[config.mk]
export PLATFORM = sky130hd
export DESIGN_NAME = circle_outline_rasterizer_unit
export DESIGN_NICKNAME = d
export VERILOG_FILES = /design/src/design/cor_pkg.sv /design/src/design/cor_isqrt.sv /design/src/design/cor_emit.sv /design/src/design/circle_outline_rasterizer_unit.sv
export SDC_FILE = /design/constraint.sdc
export NUM_CORES = 1
export LEC_CHECK = 0
export BUFFER_PORTS_ARGS = -buffer_cell sky130_fd_sc_hd__buf_2
export CAP_MARGIN = 20
export CORE_ASPECT_RATIO = 0.8
export CORE_MARGIN = 10
export CORE_UTILIZATION = 49
export DETAILED_ROUTE_END_ITERATION = 8
export GPL_ROUTABILITY_DRIVEN = 0
export GPL_TIMING_DRIVEN = 0
export PLACE_DENSITY = 0.66
export SLEW_MARGIN = 10
export SYNTH_ARGS = -nofsm -noshare
export SYNTH_HDL_FRONTEND = slang
export SYNTH_SLANG_ARGS = --single-unit
[constraint.sdc]
create_clock -name clk -period 10.39 [get_ports clk]
set_input_delay 1.5585 -clock clk [delete_from_list [all_inputs] [get_ports clk]]
set_output_delay 1.5585 -clock clk [all_outputs]
set_load 0.05 [all_outputs]
[src/design/cor_pkg.sv]
package cor_pkg;

  // Fixed field widths of the pixel stream and of the radius arithmetic.
  localparam int PIX_W    = 14;
  localparam int RAD_W    = 11;
  localparam int SQ_W     = 2 * RAD_W;
  localparam int SQ_STEPS = RAD_W;
  localparam int CNT_W    = $clog2(SQ_STEPS);

  // Pixel index of the eighth and last pixel of a column.
  localparam logic [2:0] LAST_PIX = 3'd7;

  // Configuration register indexes.
  typedef enum logic [1:0] {
    REG_CENTER_X = 2'd0,
    REG_CENTER_Y = 2'd1,
    REG_RADIUS   = 2'd2
  } cor_reg_t;

  // Sequencer states of the top level.
  typedef enum logic [1:0] {
    ST_IDLE,
    ST_MUL,
    ST_ROOT,
    ST_LOAD
  } cor_state_t;

  // One column handed from the sequencer to the pixel emitter.
  typedef struct packed {
    logic [RAD_W-1:0] offset;
    logic [RAD_W-1:0] height;
    logic             fin;
  } cor_col_t;

endpackage

[src/design/cor_isqrt.sv]
module cor_isqrt (
  input  logic                       clk,
  input  logic                       rst,
  input  logic                       start,
  input  logic [cor_pkg::SQ_W-1:0]   radicand,
  output logic                       done,
  output logic [cor_pkg::RAD_W-1:0]  root
);

  // Restoring square root, one radicand digit pair per cycle.
  logic [cor_pkg::SQ_W-1:0]   rad_sh;
  logic [cor_pkg::RAD_W+1:0]  rem;
  logic [cor_pkg::CNT_W-1:0]  cnt;
  logic                       busy;

  logic [cor_pkg::RAD_W+3:0]  rem_sh;
  logic [cor_pkg::RAD_W+3:0]  trial;
  logic [cor_pkg::RAD_W+3:0]  diff;
  logic                       take;

  always_comb begin
    rem_sh = {rem, rad_sh[cor_pkg::SQ_W-1 -: 2]};
    trial  = {2'b00, root, 2'b01};
    take   = rem_sh >= trial;
    diff   = rem_sh - trial;
  end

  always_ff @(posedge clk) begin
    if (rst) begin
      busy <= 1'b0;
      done <= 1'b0;
      cnt  <= '0;
    end else begin
      done <= 1'b0;
      if (start) begin
        busy <= 1'b1;
        cnt  <= cor_pkg::CNT_W'(cor_pkg::SQ_STEPS - 1);
      end else if (busy) begin
        cnt <= cnt - 1'b1;
        if (cnt == '0) begin
          busy <= 1'b0;
          done <= 1'b1;
        end
      end
    end
  end

  always_ff @(posedge clk) begin
    if (start) begin
      rad_sh <= radicand;
      rem    <= '0;
      root   <= '0;
    end else if (busy) begin
      rad_sh <= {rad_sh[cor_pkg::SQ_W-3:0], 2'b00};
      if (take) begin
        rem  <= diff[cor_pkg::RAD_W+1:0];
        root <= {root[cor_pkg::RAD_W-2:0], 1'b1};
      end else begin
        rem  <= rem_sh[cor_pkg::RAD_W+1:0];
        root <= {root[cor_pkg::RAD_W-2:0], 1'b0};
      end
    end
  end

endmodule

[src/design/cor_emit.sv]
module cor_emit #(
  parameter int COORD_BITS = 12
) (
  input  logic                                clk,
  input  logic                                rst,
  input  logic                                load,
  input  cor_pkg::cor_col_t                   col_in,
  input  logic [COORD_BITS-1:0]               center_x,
  input  logic [COORD_BITS-1:0]               center_y,
  output logic                                ready,
  output logic                                m_tvalid,
  input  logic                                m_tready,
  output logic signed [cor_pkg::PIX_W-1:0]    pixel_x,
  output logic signed [cor_pkg::PIX_W-1:0]    pixel_y,
  output logic                                last_pix,
  output logic                                fin
);

  localparam int EXT_W = cor_pkg::PIX_W - cor_pkg::RAD_W;

  // Per-pixel selection: bit k belongs to the k-th pixel of a column.
  localparam logic [7:0] X_USE_HEIGHT = 8'h99;
  localparam logic [7:0] X_PLUS       = 8'h3C;
  localparam logic [7:0] Y_PLUS       = 8'h0F;

  logic [cor_pkg::PIX_W-1:0] cx;
  logic [cor_pkg::PIX_W-1:0] cy;

  generate
    if (COORD_BITS >= cor_pkg::PIX_W) begin : g_trunc
      assign cx = center_x[cor_pkg::PIX_W-1:0];
      assign cy = center_y[cor_pkg::PIX_W-1:0];
    end else begin : g_ext
      assign cx = {{(cor_pkg::PIX_W-COORD_BITS){1'b0}}, center_x};
      assign cy = {{(cor_pkg::PIX_W-COORD_BITS){1'b0}}, center_y};
    end
  endgenerate

  cor_pkg::cor_col_t          col;
  cor_pkg::cor_col_t          src;
  logic [2:0]                 k;
  logic [2:0]                 ksel;
  logic [cor_pkg::PIX_W-1:0]  xd;
  logic [cor_pkg::PIX_W-1:0]  yd;
  logic [cor_pkg::PIX_W-1:0]  x_val;
  logic [cor_pkg::PIX_W-1:0]  y_val;
  logic                       advance;

  always_comb begin
    advance = m_tvalid && m_tready;
    src     = load ? col_in : col;
    ksel    = load ? 3'd0 : k + 3'd1;
    xd      = X_USE_HEIGHT[ksel] ? {{EXT_W{1'b0}}, src.height} : {{EXT_W{1'b0}}, src.offset};
    yd      = X_USE_HEIGHT[ksel] ? {{EXT_W{1'b0}}, src.offset} : {{EXT_W{1'b0}}, src.height};
    x_val   = X_PLUS[ksel] ? cx + xd : cx - xd;
    y_val   = Y_PLUS[ksel] ? cy + yd : cy - yd;
    ready   = !m_tvalid || (m_tready && (k == cor_pkg::LAST_PIX));
    last_pix = k == cor_pkg::LAST_PIX;
    fin     = col.fin;
  end

  always_ff @(posedge clk) begin
    if (rst) begin
      m_tvalid <= 1'b0;
      k        <= '0;
    end else if (load) begin
      m_tvalid <= 1'b1;
      k        <= '0;
    end else if (advance) begin
      if (k == cor_pkg::LAST_PIX) begin
        m_tvalid <= 1'b0;
      end else begin
        k <= k + 3'd1;
      end
    end
  end

  always_ff @(posedge clk) begin
    if (load || advance) begin
      col     <= src;
      pixel_x <= x_val;
      pixel_y <= y_val;
    end
  end

endmodule

[src/design/circle_outline_rasterizer_unit.sv]
// Channel   Dir  Handshake          Payload
// s_        in   s_tvalid/s_tready  s_tdata[0] restart
// m_        out  m_tvalid/m_tready  m_tdata pixel_x, pixel_y; m_tlast; m_tuser
// cfg_      in   cfg_we             cfg_index, cfg_data
//
// A step that draws a column passes, before its first pixel, through acceptance,
// the (r - i') * (r + i') product, the bit-serial root and the hand-over of the
// column to the emitter.
// The eight pixels of a column leave one per cycle while m_tready holds, as the next step's root runs.
// A step that draws nothing leaves the sequencer idle. Reset is synchronous on rst.
// A stall on m_tready holds the current pixel and, once the emitter is full,
// holds the finished column in the load state and the input closed.
module circle_outline_rasterizer_unit #(
  parameter int COORD_BITS = 12
) (
  input  logic        clk,
  input  logic        rst,
  input  logic        s_tvalid,
  output logic        s_tready,
  input  logic [7:0]  s_tdata,   // [0] restart, [7:1] zero
  output logic        m_tvalid,
  input  logic        m_tready,
  output logic [31:0] m_tdata,   // [13:0] pixel_x, [27:14] pixel_y, [31:28] zero
  output logic        m_tlast,   // last_of_column
  output logic        m_tuser,   // [0] final_column
  input  logic        cfg_we,
  input  logic [1:0]  cfg_index,
  input  logic [((COORD_BITS > cor_pkg::RAD_W) ? COORD_BITS : cor_pkg::RAD_W)-1:0] cfg_data
);

  localparam int RW = cor_pkg::RAD_W;

  // Configuration registers.
  logic [COORD_BITS-1:0] center_x;
  logic [COORD_BITS-1:0] center_y;
  logic [RW-1:0]         radius;

  always_ff @(posedge clk) begin
    if (rst) begin
      center_x <= '0;
      center_y <= '0;
      radius   <= '0;
    end else if (cfg_we) begin
      case (cfg_index)
        cor_pkg::REG_CENTER_X: center_x <= cfg_data[COORD_BITS-1:0];
        cor_pkg::REG_CENTER_Y: center_y <= cfg_data[COORD_BITS-1:0];
        cor_pkg::REG_RADIUS:   radius   <= cfg_data[RW-1:0];
        default: ;
      endcase
    end
  end

  // Drawing state: the column to draw next.
  logic [RW-1:0]  column_offset;
  logic [RW-1:0]  column_height;
  logic           drawing_active;

  cor_pkg::cor_state_t state, state_next;

  logic              accept;
  logic              restart;
  logic              mul_en;
  logic              load;
  logic              emit_ready;
  logic              sq_done;
  logic [RW-1:0]     root;
  logic [RW:0]       next_offset;
  logic [RW:0]       ni_calc;
  logic [RW:0]       r_ext;
  logic [RW:0]       r_minus;
  logic [RW:0]       r_plus;
  logic [2*RW+1:0]   product;
  logic              fin;
  cor_pkg::cor_col_t col;

  assign restart = s_tdata[0];
  assign accept  = s_tvalid && s_tready;

  // Next state of the sequencer.
  always_comb begin
    state_next = state;
    case (state)
      cor_pkg::ST_IDLE: begin
        if (accept) begin
          if (restart) begin
            state_next = (radius != '0) ? cor_pkg::ST_MUL : cor_pkg::ST_IDLE;
          end else if (drawing_active) begin
            state_next = cor_pkg::ST_MUL;
          end
        end
      end
      cor_pkg::ST_MUL:  state_next = cor_pkg::ST_ROOT;
      cor_pkg::ST_ROOT: if (sq_done) state_next = cor_pkg::ST_LOAD;
      cor_pkg::ST_LOAD: if (emit_ready) state_next = cor_pkg::ST_IDLE;
      default:          state_next = cor_pkg::ST_IDLE;
    endcase
  end

  // Sequencer outputs.
  always_comb begin
    s_tready = 1'b0;
    mul_en   = 1'b0;
    load     = 1'b0;
    case (state)
      cor_pkg::ST_IDLE: s_tready = 1'b1;
      cor_pkg::ST_MUL:  mul_en   = 1'b1;
      cor_pkg::ST_LOAD: load     = emit_ready;
      default: ;
    endcase
  end

  always_ff @(posedge clk) begin
    if (rst) begin
      state <= cor_pkg::ST_IDLE;
    end else begin
      state <= state_next;
    end
  end

  // r^2 - i'^2 is formed as (r - i') * (r + i'); it is zero once i' passes r.
  // The root unit takes the product directly at the end of the multiply cycle.
  always_comb begin
    r_ext   = {1'b0, radius};
    ni_calc = {1'b0, column_offset} + 1'b1;
    r_minus = r_ext - ni_calc;
    r_plus  = r_ext + ni_calc;
    product = (ni_calc > r_ext) ? '0 : {{(RW+1){1'b0}}, r_minus} * {{(RW+1){1'b0}}, r_plus};
  end

  always_ff @(posedge clk) begin
    if (mul_en) begin
      next_offset <= ni_calc;
    end
  end

  cor_isqrt u_isqrt (
    .clk      (clk),
    .rst      (rst),
    .start    (mul_en),
    .radicand (product[2*RW-1:0]),
    .done     (sq_done),
    .root     (root)
  );

  // The circle ends on the column after which the offset would pass the height.
  assign fin = next_offset > {1'b0, root};

  always_comb begin
    col.offset = column_offset;
    col.height = column_height;
    col.fin    = fin;
  end

  always_ff @(posedge clk) begin
    if (rst) begin
      column_offset  <= '0;
      column_height  <= '0;
      drawing_active <= 1'b0;
    end else if (accept && restart) begin
      column_offset  <= '0;
      column_height  <= (radius != '0) ? radius - 1'b1 : '0;
      drawing_active <= radius != '0;
    end else if (load) begin
      if (fin) begin
        column_offset  <= '0;
        column_height  <= '0;
        drawing_active <= 1'b0;
      end else begin
        column_offset <= next_offset[RW-1:0];
        column_height <= root;
      end
    end
  end

  logic signed [cor_pkg::PIX_W-1:0] pixel_x;
  logic signed [cor_pkg::PIX_W-1:0] pixel_y;

  cor_emit #(
    .COORD_BITS (COORD_BITS)
  ) u_emit (
    .clk      (clk),
    .rst      (rst),
    .load     (load),
    .col_in   (col),
    .center_x (center_x),
    .center_y (center_y),
    .ready    (emit_ready),
    .m_tvalid (m_tvalid),
    .m_tready (m_tready),
    .pixel_x  (pixel_x),
    .pixel_y  (pixel_y),
    .last_pix (m_tlast),
    .fin      (m_tuser)
  );

  assign m_tdata = {4'b0000, pixel_y, pixel_x};

  // An idle drawing state always points at the origin column.
  a_idle_clear: assert property (@(posedge clk) disable iff (rst)
    !drawing_active |-> (column_offset == '0 && column_height == '0))
    else $error("idle drawing state not cleared");

  // While drawing, the next column never lies past the diagonal.
  a_offset_le_height: assert property (@(posedge clk) disable iff (rst)
    drawing_active |-> (column_offset <= column_height))
    else $error("column offset beyond column height");

  // The root unit only finishes while the sequencer waits for it.
  a_root_in_state: assert property (@(posedge clk) disable iff (rst)
    sq_done |-> (state == cor_pkg::ST_ROOT))
    else $error("root finished outside the root state");

  // A column run always starts at its first pixel.
  a_run_start: assert property (@(posedge clk) disable iff (rst)
    $rose(m_tvalid) |-> !m_tlast)
    else $error("pixel run started at the last pixel");

endmodule

# --- Word-level counts from Yosys, hierarchy flattened ---
# Memory sizes are Yosys's and may differ from the RTL's.
# Index checks and enable logic that the tools add are counted.
totals:
  reg_bits: 179
  rom_bits: 24
  inputBits: 27
  n_memories: 3
op_classes:
  n_addsub: 11
  mul: 1
  order_cmp: 4
  eq_ne: 10
  muxes: 41
  bitwise: 2
  reduce_logical: 28
mem_list:
  columns: ["memory", "words", "word_bits", "read_ports", "rd_clocked_by_memory_dff", "write_ports", "line", "rtl"]
  rows:
  - ["(no name shown)", 8, 1, 1, 0, 0, "cor_emit.sv:56", "y_val = Y_PLUS[ksel] ? cy + yd : cy - yd;"]
  - ["(no name shown)", 8, 1, 1, 0, 0, "cor_emit.sv:55", "x_val = X_PLUS[ksel] ? cx + xd : cx - xd;"]
  - ["(no name shown)", 8, 1, 1, 0, 0, "cor_emit.sv:53", "xd = X_USE_HEIGHT[ksel] ? {{EXT_W{1'b0}}, src.height} : {{EXT_W{1'b0}}, src.offset};"]
ops:
  columns: ["operator", "count"]
  rows:
  - ["$mux W11", 7]
  - ["$mux W22", 3]
  - ["$add A12 B14 Y14", 2]
  - ["$mux W14", 2]
  - ["$sub A12 B14 Y14", 2]
  - ["$gt A12 B11 Y1", 2]
  - ["$mux W23", 1]
  - ["$mul A12 B12 Y22", 1]
  - ["$mux W1", 18]
  - ["$ge A15 B13 Y1", 1]
  - ["$reduce_and A2 Y1", 7]
  - ["$mux W13", 1]
  - ["$sub A13 B13 Y13", 1]
  - ["$add A11 B1 Y12 const B", 1]
  - ["$add A11 B12 Y12", 1]
  - ["$sub A11 B12 Y12", 1]
  - ["$reduce_bool A11 Y1", 1]
  - ["$sub A11 B1 Y11 const B", 1]
  - ["$mux W2", 5]
  - ["$reduce_bool A2 Y1", 5]
  - ["$mux W4", 2]
  - ["$pmux W2 S4", 1]
  - ["$eq A2 B2 Y1 const B", 3]
  - ["$reduce_or A2 Y1", 3]
  - ["other kinds (17)", 25]

# --- Depth between registers and ports, before layout ---
# Gate-level depths: netlist (run 1).
depth:
  depth_word: 10
  mapped_depth: 32
  ltp_nobuf: 30

# --- Modules after synthesis ---
# From an unflattened synthesis (run 1), not the netlist that was laid out.
unflattened:
  hier_cells: 1759
  area_unflattened_um2: 16244.3
modules_own_cells:
  columns: ["module", "instances", "cells_each", "area_each_um2", "seq_area_each_um2"]
  rows:
  - ["circle_outline_rasterizer_unit", 1, 1042, 8901.0, 1561.5]
  - ["cor_emit", 1, 438, 4459.3, 1611.5]
  - ["cor_isqrt", 1, 279, 2884.0, 1261.2]

# --- Least setup slack after synthesis (run 1) ---
# Ideal clock, no wire load.
synth_timing:
  path_type: "register -> register"
  startpoint: "register column_offset[0]"
  endpoint: "register u_isqrt.rad_sh[21] (netlist bit), data pin"
  setup_time_ns: 0.135
  arrival_ns: 7.382
  slack_ns: 2.873
  path_stages_with_launch: 30
  period_less_slack_ns: 7.517
  path_cell_list: "dfxtp_1 nand3_1 or2_2 nor2_1 xor2_1 inv_1 ha_1 or3_1 a2111oi_2 o41ai_2 xnor2_1 clkbuf_1 nand2b_1 fa_1 inv_1 fa_1 fa_1 fa_1 inv_1 fa_1 inv_1 ha_1 nand2_1 nor3_1 and3b_1 o2111ai_1 a31o_2 o211a_1 or4_1 nand3_1"
synth_via:
  elab_chain_len: 5
  elab_cells_between_ends: 7
  classes_between: "add/sub (3); mul (1); order compare (1); mux (2)"
synth_lines:
  columns: ["element", "line", "rtl"]
  rows:
  - ["start, declared", "circle_outline_rasterizer_unit.sv:54", "logic [RW-1:0] column_offset;"]
  - ["start signal, assigned", "circle_outline_rasterizer_unit.sv:169", "column_offset <= next_offset[RW-1:0];"]
  - ["$add A11 B1 Y12 *", "circle_outline_rasterizer_unit.sv:124", "ni_calc = {1'b0, column_offset} + 1'b1;"]
  - ["net ni_calc[7]", "circle_outline_rasterizer_unit.sv:68", "logic [RW:0] ni_calc;"]
  - ["$sub A11 B12 Y12 / $add A11 B12 Y12 (equally long branches)", "circle_outline_rasterizer_unit.sv:125, circle_outline_rasterizer_unit.sv:126", null]
  - ["$mul A12 B12 Y22", "circle_outline_rasterizer_unit.sv:127", "product = (ni_calc > r_ext) ? '0 : {{(RW+1){1'b0}}, r_minus} * {{(RW+1){1'b0}}, r_plus};"]
  - ["$mux W22 *", "circle_outline_rasterizer_unit.sv:127", null]
  - ["$mux W22 *", "cor_isqrt.sv:49", "if (start) begin"]
  - ["end signal, assigned", "cor_isqrt.sv:50", "rad_sh <= radicand;"]
  - ["end signal, assigned", "cor_isqrt.sv:54", "rad_sh <= {rad_sh[cor_pkg::SQ_W-3:0], 2'b00};"]
  - ["end, declared", "cor_isqrt.sv:11", "logic [cor_pkg::SQ_W-1:0] rad_sh;"]
# The timed path passes the listed nets; every way through them passes the cells marked *.
# A chain may end at the register's enable or synchronous reset.

# --- Final worst setup path (run 1) ---
# Ends and elaborated chain as after synthesis.

==> results of run 1 <==
[per-layer routing]
layer / share of wire [%] / vias up / GRT usage (%)
met5: 0 / - / 0
met4: 0.57 / 0 / 3.25
met3: 8.3 / 17 / 4.45
met2: 43 / 310 / 30.0
met1: 49 / 5922 / 29.5
li1: - / 5911 / -
[worst paths after layout]
path	end	depth (start not counted)	slack (ns)
worst max register to register	u_isqrt.rad_sh[21]$_DFFE_PP_	29	1.17
worst min register to register	column_height[5]$_SDFFE_PP0P_	2	0.48
worst max-delay path	u_isqrt.rad_sh[21]$_DFFE_PP_	29	1.17
worst min-delay path	column_height[5]$_SDFFE_PP0P_	2	0.48
[state kept, by name, summed over array words and instances, names as in the netlist, 2 cells and up]
name / count
u_emit.k: 3
u_isqrt.rad_sh: 22
next_offset: 12
u_emit.col: 22
u_isqrt.cnt: 4
u_isqrt.rem: 13
column_height: 11
center_y: 12
state: 2
u_emit.pixel_x: 14
radius: 11
column_offset: 11
u_isqrt.root: 11
center_x: 12
u_emit.pixel_y: 14
[final cells by class]
class / instances / area [µm²] / area share [%]
inverter: 240 / 901 / 5.22
tap: 420 / 526 / 3.05
buffer: 66 / 307 / 1.78
clock inverter: 9 / 78.8 / 0.457
multi-input combinational: 1225 / 10200 / 59.1
clock buffer: 23 / 520 / 3.02
timing repair buffer: 53 / 283 / 1.64
sequential: 179 / 4430 / 25.7
[per-stage QoR]
stage	area [µm²]	hold slack (ns)	std cells	total power (µW)
2_1_floorplan	15800	0.432	1710	2160
3_3_place_gp	16600	0.458	2181	2490
3_5_place_dp	16600	0.466	2182	2530
4_1_cts	17200	0.481	2214	3200
5_1_grt	17300	0.502	2215	3460
6_report	17300	0.477	2215	3200
[cells by family (layout without fill, tap and decap cells)]
family	after synthesis	in the layout	share of synthesized area (%)
other	1	4	0.0237
adder cells (fa/ha/maj)	263	263	25.8
multiplexers	103	103	6.54
flip-flops	179	179	28.0
AND/OR/NAND/NOR	462	462	14.1
XOR/XNOR	89	89	5.01
buffers and inverters	306	391	7.63
AO/OA/AOI/OAI	304	304	13.0
[power breakdown]
group	leakage, µW	internal (µW)	total [µW]	switching (µW)
clock network	0.000300	362	671	308
logic	0.00632	612	1550	933
registers	0.00154	909	985	75.6
total	0.00816	1880	3200	1320
[layout by cell type, fill, tap and decap left out, drive strengths merged, types with 56 or more instances in the layout]
cell type | synthesis | routed
ha | 158 | 158
nand2 | 93 | 93
edfxtp | 85 | 85
a21oi | 90 | 90
dfxtp | 94 | 94
xnor2 | 56 | 56
fa | 105 | 105
buf | 20 | 73
inv | 239 | 247
nor2 | 168 | 168
clkbuf | 46 | 69
mux2i | 100 | 100
[worst max-delay path, delay by kind of cell, from the launching register on]
family          cells  cell delay (ns)
compound gates      5             1.21
xor+xnor            2             0.82
fa+ha+maj           7             3.05
buf+inv             5             0.81
flops               1             0.48
simple gates       10             2.70
==> flow_metrics.env, run 1 <==
export IMPL_outcome="complete, no violations"
export IMPL_synth_ff_type="dfxtp_1"
export IMPL_skew_ns=0.0124
export IMPL_core_area_um2=31600
export IMPL_hpwl_um=31600
export IMPL_slew_viol_final=0
export IMPL_clk_pin_slew_ns=0.07
export IMPL_cp_slowest_stage_delay_ns=0.54
export IMPL_fin_crit_ns=9.22
export IMPL_cp_startpoint="column_offset[0]$_SDFFE_PP0P_"
export IMPL_setup_worst_path_start_class="flop"
export IMPL_finalWirelength_um=40100
export IMPL_min_path_type="flop to flop"
export IMPL_synth_edf_count=85
export IMPL_die_x_um=221
export IMPL_maxCapViolCount=0
export IMPL_yosys_top_cells_count="inv_1 (239), nor2_1 (168), ha_1 (158)"
export IMPL_powerDensity_nw_per_um2=186
export IMPL_start_util_pct=50.0
export IMPL_antennaDiodeCount=0
export IMPL_max_slew_margin_rel_pct=32.9
export IMPL_worstHoldStart="column_height[5]$_SDFFE_PP0P_"
export IMPL_syn_instance_count=1707
export IMPL_dr_first_iter_drc_count=926
export IMPL_dieArea_um2=39900
export IMPL_rows=58
export IMPL_postCtsHoldBufs=0
export IMPL_cts_max_level=4
export IMPL_die_y_um=181
export IMPL_synth_seq_cells=179
export IMPL_synth_most_common_cell="inv_1"
export IMPL_grt_overflow_total=0
export IMPL_io_buffer_count=51
export IMPL_crit_path_top_delay_cell="fa_1"
export IMPL_syn_avg_cell_area_um2=9.27
export IMPL_globalRouteTotalUtil_pct=20.2
export IMPL_clk_latency_ns=0.44
export IMPL_fmax_mhz=108
export IMPL_fin_setup_tns_ns=0
export IMPL_ant_nets=0
export IMPL_synthArstFlopShare_pct=0
export IMPL_vias=12200
export IMPL_grt_pass1_vias=12100
export IMPL_cts_root_buffer="clkbuf_16"
export IMPL_p_leak_uw=0.00816
export IMPL_timing_rr_start="column_offset[0]$_SDFFE_PP0P_"
export IMPL_post_drt_via_cell_ratio=5.49
export IMPL_cts_resized_gates=0
export IMPL_synth_top_cells_by_area="edfxtp_1 (16%), fa_1 (13%), ha_1 (12%)"
export IMPL_clockBufferDepth=2
export IMPL_dr_pass1_iters=5
export IMPL_crit_path_end_kind="flop"
export IMPL_area_growth_pct=8.96
export IMPL_cts_setup_buffers=0
export IMPL_place_ws_ns=1.29
export IMPL_fin_nets=2072
export IMPL_cts_made_buffers=17
export IMPL_synth_area_um2=15800
export IMPL_nFillCells=2925
export IMPL_finalCritPeriodShare_pct=88.8
export IMPL_rsz0062_at_grt="false"
export IMPL_antenna_found_initial=0
export IMPL_cts_sinks=179
export IMPL_hold_violations=0
export IMPL_setup_viol=0
export IMPL_io_pins=63
export IMPL_setup_slack_ns=1.17
export IMPL_crit_top_cell="fa_1"
export IMPL_ir_worst_vdd_uv=94.7
export IMPL_route_detailed_drc=0
export IMPL_layout_drive_gt1_share_pct=7.91
export IMPL_post_route_util_pct=54.5
export IMPL_grt_max_degree=29
export IMPL_grt_pass1_wl_um=65500
export IMPL_seq_area_frac_synth_pct=28.0
export IMPL_crit_path_max_fanout=10
export IMPL_required_ns=10.67
export IMPL_yosysWarningCount=0
export IMPL_synth_top_area_share_pct=16.1
export IMPL_cts_tree="done"
export IMPL_worstSetupPathType="flop to flop"
export IMPL_routedWlPerCell_um=18.1
export IMPL_synth_cell_types=79
export IMPL_yosys_area_top_type="edfxtp_1"
export IMPL_worst_slew_pin_slew_ns=0.999
export IMPL_arrival_ns=9.51
Note: power is estimated with default switching activity, not from simulation.
==> run 2: changes to the inputs <==
==> constraint.sdc (replaced) <==
create_clock -name clk -period 10.39 [get_ports clk]
set_input_delay 0 -clock clk [delete_from_list [all_inputs] [get_ports clk]]
set_output_delay 0 -clock clk [all_outputs]
set_load 0.1 [all_outputs]
==> flow_metrics.env, run 2 (synthesized netlist as in run 1, its figures left out) <==
export IMPL_outcome="complete, no violations"
export IMPL_place_ws_ns=1.29
export IMPL_timing_rr_start="column_offset[0]$_SDFFE_PP0P_"
export IMPL_p_leak_uw=0.00823
export IMPL_die_x_um=221
export IMPL_fin_crit_ns=9.26
export IMPL_max_slew_margin_rel_pct=34.0
export IMPL_crit_top_cell="fa_1"
export IMPL_grt_overflow_total=0
export IMPL_post_drt_via_cell_ratio=5.50
export IMPL_reg2reg_slack_ns=1.13
export IMPL_final_common_cell="inv_1"
export IMPL_route_detailed_drc=0
export IMPL_required_ns=10.67
export IMPL_rows=58
export IMPL_setup_slack_ns=1.13
export IMPL_rsz0062_at_grt="false"
export IMPL_cts_max_level=4
export IMPL_clk_latency_ns=0.44
export IMPL_start_util_pct=50.0
export IMPL_hold_ws_ns=0.0210
export IMPL_nFillCells=2916
export IMPL_routedWlPerCell_um=18.1
export IMPL_core_area_um2=31600
export IMPL_antenna_found_initial=0
export IMPL_grt_pass1_vias=12100
export IMPL_worstHoldStart="cfg_index[0]"
export IMPL_powerDensity_nw_per_um2=187
export IMPL_hpwl_um=31600
export IMPL_io_pins=63
export IMPL_maxCapViolCount=0
export IMPL_crit_path_max_fanout=10
export IMPL_placed_area_um2=16600
export IMPL_fin_setup_tns_ns=0
export IMPL_area_growth_pct=9.97
export IMPL_dieArea_um2=39900
export IMPL_stdcell_area_um2=17400
export IMPL_holdPathStages=4
export IMPL_min_path_type="input port to flop"
export IMPL_worstSetupPathType="flop to flop"
export IMPL_slew_viol_final=0
export IMPL_finalWirelength_um=40300
export IMPL_dr_first_iter_drc_count=953
export IMPL_cts_tree="done"
export IMPL_ir_worst_vdd_uv=94.6
export IMPL_cts_made_buffers=17
export IMPL_mostFrequentLayoutCells="inv_1 (239), nor2_1 (168), ha_1 (158)"
export IMPL_finalCritPeriodShare_pct=89.1
export IMPL_r2r_end="u_isqrt.rad_sh[21]$_DFFE_PP_"
export IMPL_cts_sinks=179
export IMPL_ant_nets=0
export IMPL_die_y_um=181
export IMPL_cts_root_buffer="clkbuf_16"
export IMPL_clockBufferDepth=2
export IMPL_cp_slowest_stage_delay_ns=0.54
export IMPL_hold_violations=0
export IMPL_setup_worst_path_start_class="flop"
export IMPL_grt_pass1_wl_um=65800
export IMPL_arrival_ns=9.54
export IMPL_globalRouteTotalUtil_pct=20.2
export IMPL_vias=12300
export IMPL_worst_slew_pin_slew_ns=0.983
export IMPL_grt_max_degree=29
export IMPL_total_power_uw=3250
export IMPL_crit_path_top_delay_cell="fa_1"
export IMPL_fin_nets=2088
export IMPL_largest_registers="u_emit.col (22), u_isqrt.rad_sh (22)"
export IMPL_fmax_mhz=108
export IMPL_reg2reg_depth=29
export IMPL_io_buffer_count=51
export IMPL_hold_path_end="center_x[2]$_SDFFE_PP0P_"
export IMPL_antennaDiodeCount=0
export IMPL_layout_drive_gt1_share_pct=7.84
export IMPL_setup_viol=0
export IMPL_cts_setup_buffers=0
export IMPL_skew_ns=0.0152
export IMPL_dr_pass1_iters=5
export IMPL_crit_path_end_kind="flop"
export IMPL_clk_pin_slew_ns=0.07
-- run 2: changes by cell type in the layout (fill, tap and decap cells not counted), sizes merged --
cell,delta
dlygate4sd3,+16
-- run 2: per-layer routing --
layer	vias to the layer above	GRT usage, %	part of all wire (%)
li1	5943	-	-
met1	5977	29.5	49
met2	329	30.2	42
met3	20	4.40	7.6
met4	0	3.69	0.70
met5	-	0	0
-- run 2: worst max-delay path by stage --
stage / endpoint / start / slack (ns) / cells past startpoint
floorplan: u_isqrt.rad_sh[21]$_DFFE_PP_ / column_offset[0]$_SDFFE_PP0P_ / 2.87 / 29
global placement: u_isqrt.rad_sh[21]$_DFFE_PP_ / column_offset[0]$_SDFFE_PP0P_ / 1.33 / 29
detailed placement: u_isqrt.rad_sh[21]$_DFFE_PP_ / column_offset[0]$_SDFFE_PP0P_ / 1.29 / 29
CTS: u_isqrt.rad_sh[21]$_DFFE_PP_ / column_offset[0]$_SDFFE_PP0P_ / 1.19 / 29
global route: u_isqrt.rad_sh[21]$_DFFE_PP_ / column_offset[0]$_SDFFE_PP0P_ / 0.57 / 29
finish: u_isqrt.rad_sh[21]$_DFFE_PP_ / column_offset[0]$_SDFFE_PP0P_ / 1.13 / 29
-- run 2: metrics by stage --
step	std cells	utilization, %
CTS	2230	55.0
floorplan	1710	-
detailed placement	2182	52.6
global route	2231	55.0
global placement	2181	52.5
finish	2231	55.0
-- run 2: critical path: cells and delay by family, from the launching register on --
kind	cells	cell delay (ns)
xor gates and xnor gates	2	0.83
and+or+nand+nor	10	2.70
buffers and inverters	5	0.81
AOI/OAI and AO/OA	5	1.21
adders and majority gates	7	3.05
DFF	1	0.48
-- run 2: layout make-up --
| type | count | area, µm² | share of cell area (%) |
|---|---|---|---|
| plain buffers | 66 | 307 | 1.76 |
| clock buffers | 23 | 520 | 2.99 |
| clock inverters | 9 | 78.8 | 0.453 |
| inverters | 240 | 901 | 5.17 |
| multi-input cells | 1225 | 10200 | 58.6 |
| flip-flops and latches | 179 | 4430 | 25.5 |
| well taps | 420 | 526 | 3.02 |
| repair buffers | 69 | 443 | 2.54 |
-- run 2: repair_timing --
action	CTS	global route
hold buffers	16	0
resized for setup	0	0
hold endpoints to repair	37	0
-- run 2: power breakdown --
group,switching (µW),leakage [µW],internal [µW]
registers,75.5,0.00154,909
clock network,309,0.000300,362
logic,977,0.00638,616
